**src/sv/isrr_pkg.sv**
```systemverilog
// ----------------------------------------------------------------------------
// isrr_pkg
// shared widths and types for the rounded integer square root pipeline
// ----------------------------------------------------------------------------
package isrr_pkg;

    // width of the operand field on the input channel
    localparam int OPND_FIELD_BITS = 32;

    // width of the root field on the output channel
    localparam int ROOT_BITS = 17;

    typedef logic [ROOT_BITS-1:0] t_root;

endpackage

```
**src/sv/isrr_stage.sv**
```systemverilog
// ----------------------------------------------------------------------------
// isrr_stage
// one restoring digit step: retires two operand bits, yields one root bit
// ----------------------------------------------------------------------------
module isrr_stage #(
    parameter int ROOT_W = 16,
    parameter int REM_W  = 18,
    parameter int OPND_W = 32
) (
    input  logic              i_clk,
    input  logic              i_rst_n,
    input  logic              i_valid,
    output logic              o_ready,
    input  logic [REM_W-1:0]  i_rem,
    input  logic [ROOT_W-1:0] i_root,
    input  logic [OPND_W-1:0] i_opnd,
    output logic              o_valid,
    input  logic              i_ready,
    output logic [REM_W-1:0]  o_rem,
    output logic [ROOT_W-1:0] o_root,
    output logic [OPND_W-1:0] o_opnd
);

    logic              r_valid;
    logic [REM_W-1:0]  r_rem;
    logic [ROOT_W-1:0] r_root;
    logic [OPND_W-1:0] r_opnd;

    logic [REM_W-1:0]  n_rem;
    logic [ROOT_W-1:0] n_root;
    logic [OPND_W-1:0] n_opnd;
    logic [REM_W-1:0]  rem_sh;
    logic [REM_W-1:0]  trial;
    logic              fits;

    // stage can take a beat when empty or when its beat moves on
    assign o_ready = !r_valid || i_ready;

    always_comb begin
        rem_sh = {i_rem[REM_W-3:0], i_opnd[OPND_W-1 -: 2]};
        trial  = {i_root, 2'b01};
        fits   = (rem_sh >= trial);
        n_rem  = fits ? (rem_sh - trial) : rem_sh;
        n_root = {i_root[ROOT_W-2:0], fits};
        n_opnd = {i_opnd[OPND_W-3:0], 2'b00};
    end

    always_ff @(posedge i_clk) begin
        if (!i_rst_n) begin
            r_valid <= 1'b0;
        end else if (o_ready) begin
            r_valid <= i_valid;
        end
    end

    always_ff @(posedge i_clk) begin
        if (o_ready && i_valid) begin
            r_rem  <= n_rem;
            r_root <= n_root;
            r_opnd <= n_opnd;
        end
    end

    assign o_valid = r_valid;
    assign o_rem   = r_rem;
    assign o_root  = r_root;
    assign o_opnd  = r_opnd;

    // residue never exceeds twice the partial root
    a_rem_bound: assert property (@(posedge i_clk) disable iff (!i_rst_n)
        r_valid |-> (r_rem <= {1'b0, r_root, 1'b0}))
        else $error("residue above twice the partial root");

    // a held beat keeps its contents
    a_hold: assert property (@(posedge i_clk) disable iff (!i_rst_n)
        (r_valid && !i_ready) |=> (r_valid && $stable(r_rem) && $stable(r_root)))
        else $error("stalled stage lost or changed its beat");

    // reset empties the stage
    a_reset_empty: assert property (@(posedge i_clk)
        !i_rst_n |=> !r_valid)
        else $error("stage holds a beat after reset");

endmodule

```
**src/sv/isrr_round.sv**
```systemverilog
// ----------------------------------------------------------------------------
// isrr_round
// rounding correction and output register
// ----------------------------------------------------------------------------
module isrr_round #(
    parameter int ROOT_W = 16,
    parameter int REM_W  = 18
) (
    input  logic              i_clk,
    input  logic              i_rst_n,
    input  logic              i_trunc,
    input  logic              i_valid,
    output logic              o_ready,
    input  logic [REM_W-1:0]  i_rem,
    input  logic [ROOT_W-1:0] i_root,
    output logic              o_valid,
    input  logic              i_stall,
    output isrr_pkg::t_root   o_root
);

    import isrr_pkg::*;

    logic          r_valid;
    t_root         r_root;
    t_root         n_root;
    logic          round_up;
    logic [ROOT_W:0] sum;

    assign o_ready = !r_valid || !i_stall;

    always_comb begin
        // round up when operand - root^2 exceeds root
        round_up = !i_trunc && (i_rem > {2'b00, i_root});
        sum      = {1'b0, i_root} + {{ROOT_W{1'b0}}, round_up};
        n_root   = ROOT_BITS'(sum);
    end

    always_ff @(posedge i_clk) begin
        if (!i_rst_n) begin
            r_valid <= 1'b0;
        end else if (o_ready) begin
            r_valid <= i_valid;
        end
    end

    always_ff @(posedge i_clk) begin
        if (o_ready && i_valid) begin
            r_root <= n_root;
        end
    end

    assign o_valid = r_valid;
    assign o_root  = r_root;

endmodule

```
**src/sv/integer_square_root_rounded.sv**
```systemverilog
// ----------------------------------------------------------------------------
// integer_square_root_rounded
// pipelined unsigned integer square root, rounded to nearest or truncated
// ----------------------------------------------------------------------------
// Takes one unsigned operand per beat and returns one root per beat, in order.
// The root is built by the binary restoring digit-by-digit method, one
// register stage per root bit (two operand bits per stage), followed by an
// output register that applies the rounding correction. A new operand can be
// accepted on every clock while o_stall is low. The effective operand width
// is W = min(OPERAND_BITS, 32), i.e. 32 bits for the default operand.
// Stall on the output backs up stage by stage, so bubbles inside the pipe are
// filled before the input is stalled. Writing 1 to the config bit selects the
// floor of the square root; the reset value 0 rounds to the nearest integer,
// so a full-scale operand yields 65536. Operand bits at and above
// OPERAND_BITS are ignored. Change the config bit only while the pipe is empty.
// ----------------------------------------------------------------------------
module integer_square_root_rounded #(
    parameter int OPERAND_BITS = 32
) (
    input  logic                                 i_clk,
    input  logic                                 i_rst_n,
    // config
    input  logic                                 i_cfg_wr_en,
    input  logic                                 i_cfg_wr_data,
    // operand channel
    input  logic                                 i_valid,
    output logic                                 o_stall,
    input  logic [isrr_pkg::OPND_FIELD_BITS-1:0] i_operand,
    // root channel
    output logic                                 o_valid,
    input  logic                                 i_stall,
    output isrr_pkg::t_root                      o_square_root
);

    import isrr_pkg::*;

    // effective operand width, number of digit stages and datapath widths
    localparam int OPND_W = (OPERAND_BITS > OPND_FIELD_BITS) ? OPND_FIELD_BITS
                                                             : OPERAND_BITS;
    localparam int N_DIG  = (OPND_W + 1) / 2;
    localparam int PAD_W  = 2 * N_DIG;
    localparam int REM_W  = N_DIG + 2;

    // truncate mode bit
    logic r_trunc;

    always_ff @(posedge i_clk) begin
        if (!i_rst_n) begin
            r_trunc <= 1'b0;
        end else if (i_cfg_wr_en) begin
            r_trunc <= i_cfg_wr_data;
        end
    end

    // stage links: index k feeds digit stage k, index N_DIG feeds rounding
    logic             lnk_valid [0:N_DIG];
    logic             lnk_ready [0:N_DIG];
    logic [REM_W-1:0] lnk_rem   [0:N_DIG];
    logic [N_DIG-1:0] lnk_root  [0:N_DIG];
    logic [PAD_W-1:0] lnk_opnd  [0:N_DIG];

    // entry: empty residue and root, operand masked and padded to even width
    assign lnk_valid[0] = i_valid;
    assign lnk_rem[0]   = '0;
    assign lnk_root[0]  = '0;
    assign lnk_opnd[0]  = PAD_W'(i_operand[OPND_W-1:0]);
    assign o_stall      = !lnk_ready[0];

    for (genvar k = 0; k < N_DIG; k++) begin : g_dig
        isrr_stage #(
            .ROOT_W (N_DIG),
            .REM_W  (REM_W),
            .OPND_W (PAD_W)
        ) u_stage (
            .i_clk   (i_clk),
            .i_rst_n (i_rst_n),
            .i_valid (lnk_valid[k]),
            .o_ready (lnk_ready[k]),
            .i_rem   (lnk_rem[k]),
            .i_root  (lnk_root[k]),
            .i_opnd  (lnk_opnd[k]),
            .o_valid (lnk_valid[k+1]),
            .i_ready (lnk_ready[k+1]),
            .o_rem   (lnk_rem[k+1]),
            .o_root  (lnk_root[k+1]),
            .o_opnd  (lnk_opnd[k+1])
        );
    end

    // operand bits are fully consumed after the last digit stage
    isrr_round #(
        .ROOT_W (N_DIG),
        .REM_W  (REM_W)
    ) u_round (
        .i_clk   (i_clk),
        .i_rst_n (i_rst_n),
        .i_trunc (r_trunc),
        .i_valid (lnk_valid[N_DIG]),
        .o_ready (lnk_ready[N_DIG]),
        .i_rem   (lnk_rem[N_DIG]),
        .i_root  (lnk_root[N_DIG]),
        .o_valid (o_valid),
        .i_stall (i_stall),
        .o_root  (o_square_root)
    );

endmodule
```
**config.mk**
```make
export PLATFORM = sky130hd
export DESIGN_NAME = integer_square_root_rounded
export DESIGN_NICKNAME = d
export VERILOG_FILES = /design/src/sv/isrr_pkg.sv /design/src/sv/isrr_stage.sv /design/src/sv/isrr_round.sv /design/src/sv/integer_square_root_rounded.sv
export SDC_FILE = /design/constraint.sdc
export NUM_CORES = 1
export LEC_CHECK = 0
export BUFFER_PORTS_ARGS = -buffer_cell sky130_fd_sc_hd__buf_2
export CAP_MARGIN = 0
export CORE_UTILIZATION = 25
export DETAILED_ROUTE_END_ITERATION = 10
export PLACE_DENSITY = 0.38
export SLEW_MARGIN = 20
export SYNTH_ARGS = -nofsm -noshare
export SYNTH_HDL_FRONTEND = slang
export SYNTH_SLANG_ARGS = --single-unit
```
**constraint.sdc**
```tcl
create_clock -name i_clk -period 6.2 [get_ports i_clk]
set_input_delay 0.31 -clock i_clk [delete_from_list [all_inputs] [get_ports i_clk]]
set_output_delay 0.31 -clock i_clk [all_outputs]
set_load 0.1 [all_outputs]
```
-- Yosys cells after proc, flatten, opt, wreduce, memory -nomap -nowiden
Cells that the tools add are included.
- bits in registers: 656
- input port bits: 38
- logic and storage cells: 172
- output and inout port bits: 19
- add/sub/neg operators: 17
- reductions and logical operators: 55
- multiplexer cells: 16
- magnitude comparators: 17
- operators with widths (operator ; number):
    16-bit two-way mux ; 14
    1-bit zero test ; 20
    18-bit by 10-bit greater-or-equal comparator with 1-bit output ; 1
    18-bit by 11-bit greater-or-equal comparator with 1-bit output ; 1
    18-bit by 12-bit greater-or-equal comparator with 1-bit output ; 1
    18-bit by 13-bit greater-or-equal comparator with 1-bit output ; 1
    18-bit by 14-bit greater-or-equal comparator with 1-bit output ; 1
    18-bit by 15-bit greater-or-equal comparator with 1-bit output ; 1
    18-bit by 16-bit greater-or-equal comparator with 1-bit output ; 1
    18-bit by 17-bit greater-or-equal comparator with 1-bit output ; 1
    18-bit by 3-bit greater-or-equal comparator with 1-bit output ; 1
    18-bit by 4-bit greater-or-equal comparator with 1-bit output ; 1
    18-bit by 5-bit greater-or-equal comparator with 1-bit output ; 1
    18-bit by 6-bit greater-or-equal comparator with 1-bit output ; 1
    18-bit by 7-bit greater-or-equal comparator with 1-bit output ; 1
    18-bit by 8-bit greater-or-equal comparator with 1-bit output ; 1
    18-bit by 9-bit greater-or-equal comparator with 1-bit output ; 1
    18-bit by 16-bit greater-than comparator with 1-bit output ; 1
    1-bit logical AND ; 18
    18-bit two-way mux ; 1
    18-bit by 17-bit subtractor with 18-bit output ; 1
    16-bit by 1-bit adder with 17-bit output ; 1
    1-bit logical OR ; 17
    16-bit by 10-bit subtractor with 16-bit output ; 1
    16 further kinds ; 16

-- Longest topological paths before layout
Gate-level depths: netlist of the first run.
- depth after elaboration: 19
- gate-level depth with buffers: 15

-- Cells and area by module
A second synthesis of the first run with hierarchy kept.
- cells, all modules: 4004
- area total of the unflattened synthesis: 53022.1 um^2
- by module, submodules not included (module ; instances ; area each (um^2) ; cells each ; sequential area each (um^2)):
    isrr_stage at g_dig[2].u_stage ... ; 8 ; 3245.6 ; 243 ; 1941.9
    isrr_stage at g_dig[10].u_stage ... ; 7 ; 3215.6 ; 241 ; 1941.9
    isrr_stage at g_dig[0].u_stage ; 1 ; 3216.8 ; 246 ; 1941.9
    isrr_round ; 1 ; 1287.5 ; 122 ; 530.5
    integer_square_root_rounded ; 1 ; 43.8 ; 5 ; 20.0

-- Worst setup path after synthesis of the first run
No wires, ideal clock.
- kind: reg-to-reg
- start: register u_round.r_valid, in the netlist u_round.o_valid
- end: register g_dig[2].u_stage.r_opnd[10], enable pin
- stages on the path, launching flop included: 7
- library setup time: 0.517 ns
- data arrival time: 4.852 ns
- period minus slack after synthesis: 5.369 ns
- path slack: 0.831 ns
- data required time: 5.683 ns
- path buffers: 1
- path through: dfxtp_1 -> nand2_1 -> nor3_2 -> and4_1 -> clkbuf_1 -> and3_1 -> a21boi_0
- cells in the longest elaborated chain, start to end: 17
- ends and longest elaborated chain (element ; line ; text):
    from (decl) ; isrr_round.sv:23 ; logic r_valid;
    from (signal assigned) ; isrr_round.sv:42 ; r_valid <= i_valid;
    1-bit zero test ; isrr_round.sv:29 ; assign o_ready = !r_valid || !i_stall;
    1-bit logical OR ; isrr_round.sv:29 ;
    1-bit logical OR (14 in a row) ; isrr_stage.sv:37 ; assign o_ready = !r_valid || i_ready;
    1-bit logical AND ; isrr_stage.sv:57 ; if (o_ready && i_valid) begin
    to (signal assigned) ; isrr_stage.sv:60 ; r_opnd <= n_opnd;
    to (decl) ; isrr_stage.sv:27 ; logic [OPND_W-1:0] r_opnd;
No other way between the ends.
A chain may end at the register's enable or synchronous reset.

-- Worst setup path in the final report of the first run
- start: register g_dig[13].u_stage.r_valid
- end: output o_stall
- cells in the longest elaborated chain, start to end: 16
- ends and longest elaborated chain (element ; line ; text):
    from (decl) ; isrr_stage.sv:24 ; logic r_valid;
    from (signal assigned) ; isrr_stage.sv:52 ; r_valid <= i_valid;
    1-bit zero test ; isrr_stage.sv:37 ;
    1-bit logical OR (14 in a row) ; isrr_stage.sv:37 ;
    1-bit zero test ; integer_square_root_rounded.sv:67 ; assign o_stall = !lnk_ready[0];
    to (decl) ; integer_square_root_rounded.sv:27 ; output logic o_stall,
No other way between the ends.

==> impl_metrics.tcl, run 1 <==
set metrics [dict create \
    status "completed" \
    hold_path_class "in2reg" \
    cpMostUsedCell "and3_1" \
    synth_cell_types 77 \
    critPathMaxFanout 8 \
    final_common_cell "edfxtp_1" \
    max_cap_violations 0 \
    worst_setup_path_end_kind "output port" \
    fin_crit_ps 4000 \
    ant_nets 0 \
    clock-sinks 653 \
    hold_viol 0 \
    period_share_pct 64.5 \
    final_cell_mix "635 x edfxtp_1, 193 x inv_1, 172 x ha_1" \
    h-tree-depth 3 \
    hp-start "i_rst_n" \
    crit_type "reg2out" \
    cts_root_buf "clkbuf_16" \
    io_pins 57 \
    start_kind "register" \
    slowest_stage "and4_1" \
    ys.flop_type "edfxtp_1" \
    dieArea_um2 123000 \
    synth_top_area_share_pct 62.7 \
    cts_made_buffers 77 \
    synth-edff-count 635 \
    power_leakage_nw 13.2 \
    max_slew_margin_pct 31.2 \
    timing.rr.start "g_dig[13].u_stage.o_root[5]$_DFFE_PP_" \
    synthesis.area_um2 30400 \
    diodes 0 \
    clock_skew_ps 30.8 \
    cts_setup_buffers 0 \
    die_h_um 351 \
    worstSkewPairLatency_ps 630 \
    setup_tns_ps 0 \
    vias_per_cell 4.28 \
    start_util_pct 25.3 \
    grt_usage_pct 9.95 \
    fmax_mhz 250 \
    rows 127 \
    path_buf_inv 1 \
    hpwl_um 45000 \
    areaGrowthSynthToFinish_pct 17.8 \
    final_cells 4149 \
    clockBufferDepth 3 \
    first_pass_iters 5 \
    routed-via-count 17800 \
    dp_slack_ps 2660 \
    cts.clk_slew.worst_paths_ps 60 \
    io_buffer_count 56 \
    wl_um 60900 \
    yosys_warnings 0 \
    place_congestion 0.815 \
    crit_start "g_dig[13].u_stage.o_valid$_SDFFE_PN0P_" \
    drv_slew 0 \
    setup_ws_ps 2200 \
    core_um2 120000 \
    drive_gt1_share_pct 10.8 \
    die_x_um 351 \
    initialDrtViolationCount 922 \
    cts_tree "yes" \
    ys_ff_latch 653 \
    peakVddDrop_mv 0.190 \
    route.detailed.drc 0 \
    cpPeakStageDelay_ps 560 \
    syn_avg_cell_area_um2 13.1 \
    antenna_found_initial 1 \
    worstPathArrival_ps 3690 \
    yosysSeqAreaShare_pct 63.9 \
    grt_pass1_wl_um 97600 \
    required_ps 5890 \
    rsz0062_at_grt "no" \
    place_inst 3972 \
    nets 2687 \
    p_per_area_nw_per_um2 268 \
    grt_max_degree 46 \
    synthCells 2317 \
    overflow 0 \
    synthTopCellsByArea "edfxtp_1 63%, ha_1 7.1%, xnor2_1 3.1%" \
    setup_viol 0 \
    cp_cell_sequence "nand4_1 -> nor3_2 -> and4_1 -> and3_1 -> and3_1 -> and2_1 -> buf_2" \
    synthArstFlopShare_pct 0 \
    syn-num-nets 2527 \
    grt_pass1_vias 18400 \
    post_drt_wl_per_cell_um 14.7 \
    tightestPinTransition_ps 1030 \
    critPathTopFamily "simple AND/OR/NAND/NOR gates" \
    synth_largest_area_cell "edfxtp_1" \
]
## flip-flops by register name, summed over array words and instances (netlist names)
register	cells
u_round.o_root	17
r_trunc	1
g_dig.u_stage.o_rem	242
g_dig.u_stage.o_valid	16
u_round.o_valid	1
g_dig.u_stage.o_opnd	240
g_dig.u_stage.o_root	136
## kinds of logic after synthesis
family,count (synthesis),synth area share (%)
fa+ha+maj,172,7.08
mux,51,1.85
other cells,1,0.0123
buf+inv,223,2.89
xor+xnor,186,5.36
simple gates,583,9.71
flops,653,63.9
compound gates,448,9.22
## layer usage
metal  part of all wire (%)  global-route usage, %  vias to the layer above
li1                       -                      -                     8902
met1                     42                   11.4                     8481
met2                     50                   17.9                      278
met3                    3.7                   2.04                      117
met4                    3.7                   4.12                        0
met5                      0                      0                        -
## report_power, final
| group | internal (mW) | switching, mW | leakage (nW) | total, mW |
|---|---|---|---|---|
| Combinational | 0.0601 | 0.0686 | 6.49 | 0.129 |
| Clock | 2.77 | 1.85 | 1.24 | 4.62 |
| Sequential | 4.84 | 0.0167 | 5.52 | 4.85 |
## layout make-up
class                   count  area (um2)
fillers                 12000       84500
flip-flops and latches    653       19400
multi-input cells        1441       10200
well taps                1612        2020
clock buffers              88        1990
repair buffers            108         808
inverters                 196         736
clock inverters            51         598
## per-stage QoR
stage / power, mW / hold WS [ps] / util [%] / cell area (um2)
3_3_place_gp: 5.06 / 400 / 27.3 / 32800
5_1_grt: 9.97 / 42.0 / 29.8 / 35800
3_5_place_dp: 5.06 / 405 / 27.3 / 32800
4_1_cts: 9.79 / 13.5 / 29.8 / 35800
6_report: 9.60 / 66.4 / 29.8 / 35800
2_1_floorplan: 5.01 / 400 / - / 30400
## cells in the mapped netlist (all sizes together) (19+ instances only)
cell type and count:
nor2b 39, nor4 20, edfxtp 635, xor2 78, nand2b 34, a21o 37, xnor2 108, mux2 42
o21a 44, nand4 30, nand2 125, nor2 155, a21oi 142, inv 194, nor3 61, nand3 31
or3 19, ha 172, o21ai 115
## path summary, 6_finish.rpt
check | end | slack, ps | cells after the start
worst max register to register | g_dig[14].u_stage.o_rem[12]$_DFFE_PP_ | 2630 | 9
worst min-delay path | g_dig[1].u_stage.o_valid$_SDFFE_PN0P_ | 70 | 2
worst max-delay path | o_stall | 2200 | 7
worst min register to register | g_dig[1].u_stage.o_opnd[5]$_DFFE_PP_ | 400 | 0
## timing repair
| item | in CTS | in global routing |
|---|---|---|
| gates resized for setup | 0 | 0 |
| endpoints found under the setup margin | 0 | 0 |
| hold buffers | 37 | 0 |
| hold endpoints to repair | 36 | 0 |
## worst reg2reg max path, cell delays in order (launching register included)
cell      delay (ps)
edfxtp_1         440
inv_1             70
ha_1             320
nand4_1          160
a211oi_1         120
o31a_1           360
o41ai_1          310
and3_1           870
inv_1            320
mux2_2           350
(Power assumes the default switching activity.)
==> run 2, diff against run 1 <==
--- a/config.mk
+++ b/config.mk
@@ -9,7 +9,7 @@
 export CAP_MARGIN = 0
 export CORE_UTILIZATION = 25
 export DETAILED_ROUTE_END_ITERATION = 10
-export PLACE_DENSITY = 0.38
+export PLACE_DENSITY = 0.39
 export SLEW_MARGIN = 20
 export SYNTH_ARGS = -nofsm -noshare
 export SYNTH_HDL_FRONTEND = slang
==> constraint.sdc (replaced) <==
create_clock -name i_clk -period 3.6 [get_ports i_clk]
set_input_delay 0.18 -clock i_clk [delete_from_list [all_inputs] [get_ports i_clk]]
set_output_delay 0.18 -clock i_clk [all_outputs]
set_load 0.1 [all_outputs]
==> run 2 against run 1 <==
Global-route usage about the same. Count of clock-buffer cells in the layout increased by 5. Clock skew increased by 2.5 ps. Final area about the same. Critical endpoint is now g_dig[15].u_stage.o_rem[3]$_DFFE_PP_. Highest routed layer unchanged.
==> impl_metrics.tcl, run 2 (same netlist as run 1, synthesis figures left out) <==
set metrics [dict create \
    status "completed" \
    wl_um 60400 \
    pwr-share-seq_pct 51.8 \
    p_per_area_nw_per_um2 450 \
    hpwl_um 45300 \
    place_congestion 0.800 \
    drv_slew 0 \
    route.detailed.drc 0 \
    ff2ff_setup_slack_ps 380 \
    cts_setup_buffers 0 \
    max_slew_margin_pct 32.5 \
    diodes 0 \
    max_cap_violations 0 \
    h-tree-depth 3 \
    power_leakage_nw 13.3 \
    critPathMaxFanout 18 \
    grt_pass1_vias 18100 \
    routed-via-count 17800 \
    post_drt_wl_per_cell_um 14.5 \
    start_util_pct 25.3 \
    netSwitchingPower_mw 3.22 \
    worst_setup_path_end_kind "register" \
    rsz0062_at_grt "no" \
    start_kind "register" \
    areaGrowthSynthToFinish_pct 17.8 \
    overflow 0 \
    initialDrtViolationCount 906 \
    fmax_mhz 311 \
    hold_viol 0 \
    fin_crit_ps 3220 \
    final_cell_mix "635 x edfxtp_1, 193 x inv_1, 172 x ha_1" \
    setup_tns_ps 0 \
    drive_gt1_share_pct 11.2 \
    grt_max_degree 45 \
    rows 127 \
    ant_nets 0 \
    cts_tree "yes" \
    cp_cell_sequence "inv_1 -> ha_1 -> and3_1 -> and3_1 -> a21oi_1 -> a31o_2 -> a21oi_2 -> nor3_4 -> buf_4 -> mux2_2" \
    nets 2711 \
    pwr-share-comb_pct 1.4 \
    die_h_um 351 \
    grt_pass1_wl_um 97300 \
    clock_skew_ps 33.2 \
    core_um2 120000 \
    tightestPinTransition_ps 1010 \
    intPower_mw 12.9 \
    hold_path_class "in2reg" \
    io_buffer_count 56 \
    cpPeakStageDelay_ps 450 \
    grt_usage_pct 9.92 \
    cts_root_buf "clkbuf_16" \
    pwr-share-clk_pct 46.8 \
    antenna_found_initial 3 \
    vias_per_cell 4.26 \
    clockBufferDepth 3 \
    swShare_pct 20.0 \
    fin_util_pct 29.8 \
    die_x_um 351 \
    worstSkewPairLatency_ps 640 \
    period_share_pct 89.4 \
    largest_reg_flops 242 \
    io_pins 57 \
    slowest_stage "a21oi_1" \
    setup_viol 0 \
    required_ps 3980 \
    dieArea_um2 123000 \
    cts_made_buffers 77 \
    peakVddDrop_mv 0.310 \
    clock-sinks 653 \
    crit_type "reg2reg" \
    cpMostUsedCell "and3_1" \
    final_common_cell "edfxtp_1" \
    worstPathArrival_ps 3600 \
    first_pass_iters 5 \
    cts.clk_slew.worst_paths_ps 60 \
]
[run 2: final timing paths]
check,startpoint,end,depth (start not counted)
worst max-delay path,g_dig[14].u_stage.o_root[5]$_DFFE_PP_,g_dig[15].u_stage.o_rem[3]$_DFFE_PP_,10
worst min-delay path,i_operand[7],g_dig[0].u_stage.o_opnd[9]$_DFFE_PP_,2
worst max register to register,g_dig[14].u_stage.o_root[5]$_DFFE_PP_,g_dig[15].u_stage.o_rem[3]$_DFFE_PP_,10
worst min register to register,g_dig[6].u_stage.o_opnd[14]$_DFFE_PP_,g_dig[7].u_stage.o_opnd[16]$_DFFE_PP_,0
[run 2: power groups by stage]
stage	Sequential [mW]	Clock (mW)	Combinational, mW
4_1_cts	8.35	7.89	0.234
2_1_floorplan	8.50	0	0.129
6_report	8.36	7.55	0.228
5_1_grt	8.36	8.17	0.258
3_5_place_dp	8.51	0	0.199
3_3_place_gp	8.51	0	0.197
[run 2: layout make-up]
cell class,instances,area (um2)
Clock buffer,93,2010
Clock inverter,40,427
Fill cell,12100,84500
Inverter,196,736
Multi-Input combinational cell,1441,10200
Sequential cell,653,19400
Tap cell,1612,2020
Timing Repair Buffer,132,981
[run 2: critical path, delay by kind of cell (launching register included)]
family / cells / cell delay [ps]
AOI/OAI and AO/OA: 3 / 820
and+or+nand+nor: 3 / 600
DFF: 1 / 430
muxes: 1 / 380
buffers and inverters: 2 / 370
adders and majority gates: 1 / 360
[run 2: timing repair]
action                    in CTS  in global routing
gates resized for setup        0                  0
hold endpoints to repair      51                  0
hold buffers                  41                  0
[run 2: metrics by stage]
stage,power [mW],instance area [um2],cells,setup WS (ps),hold slack [ps]
floorplan,8.63,30400,2317,244,279
global placement,8.71,33000,3992,408,356
detailed placement,8.71,33000,3992,395,358
CTS,16.5,35800,4166,382,193
global route,16.8,35800,4167,100,210
finish,16.1,35800,4167,382,253
[run 2: metal layers]
metal,share of wire [%],track usage [%],vias up
met1,43,11.6,8460
met2,50,17.7,253
met5,0,0,-
li1,-,-,8933
met4,3.1,3.65,0
met3,3.5,2.09,109
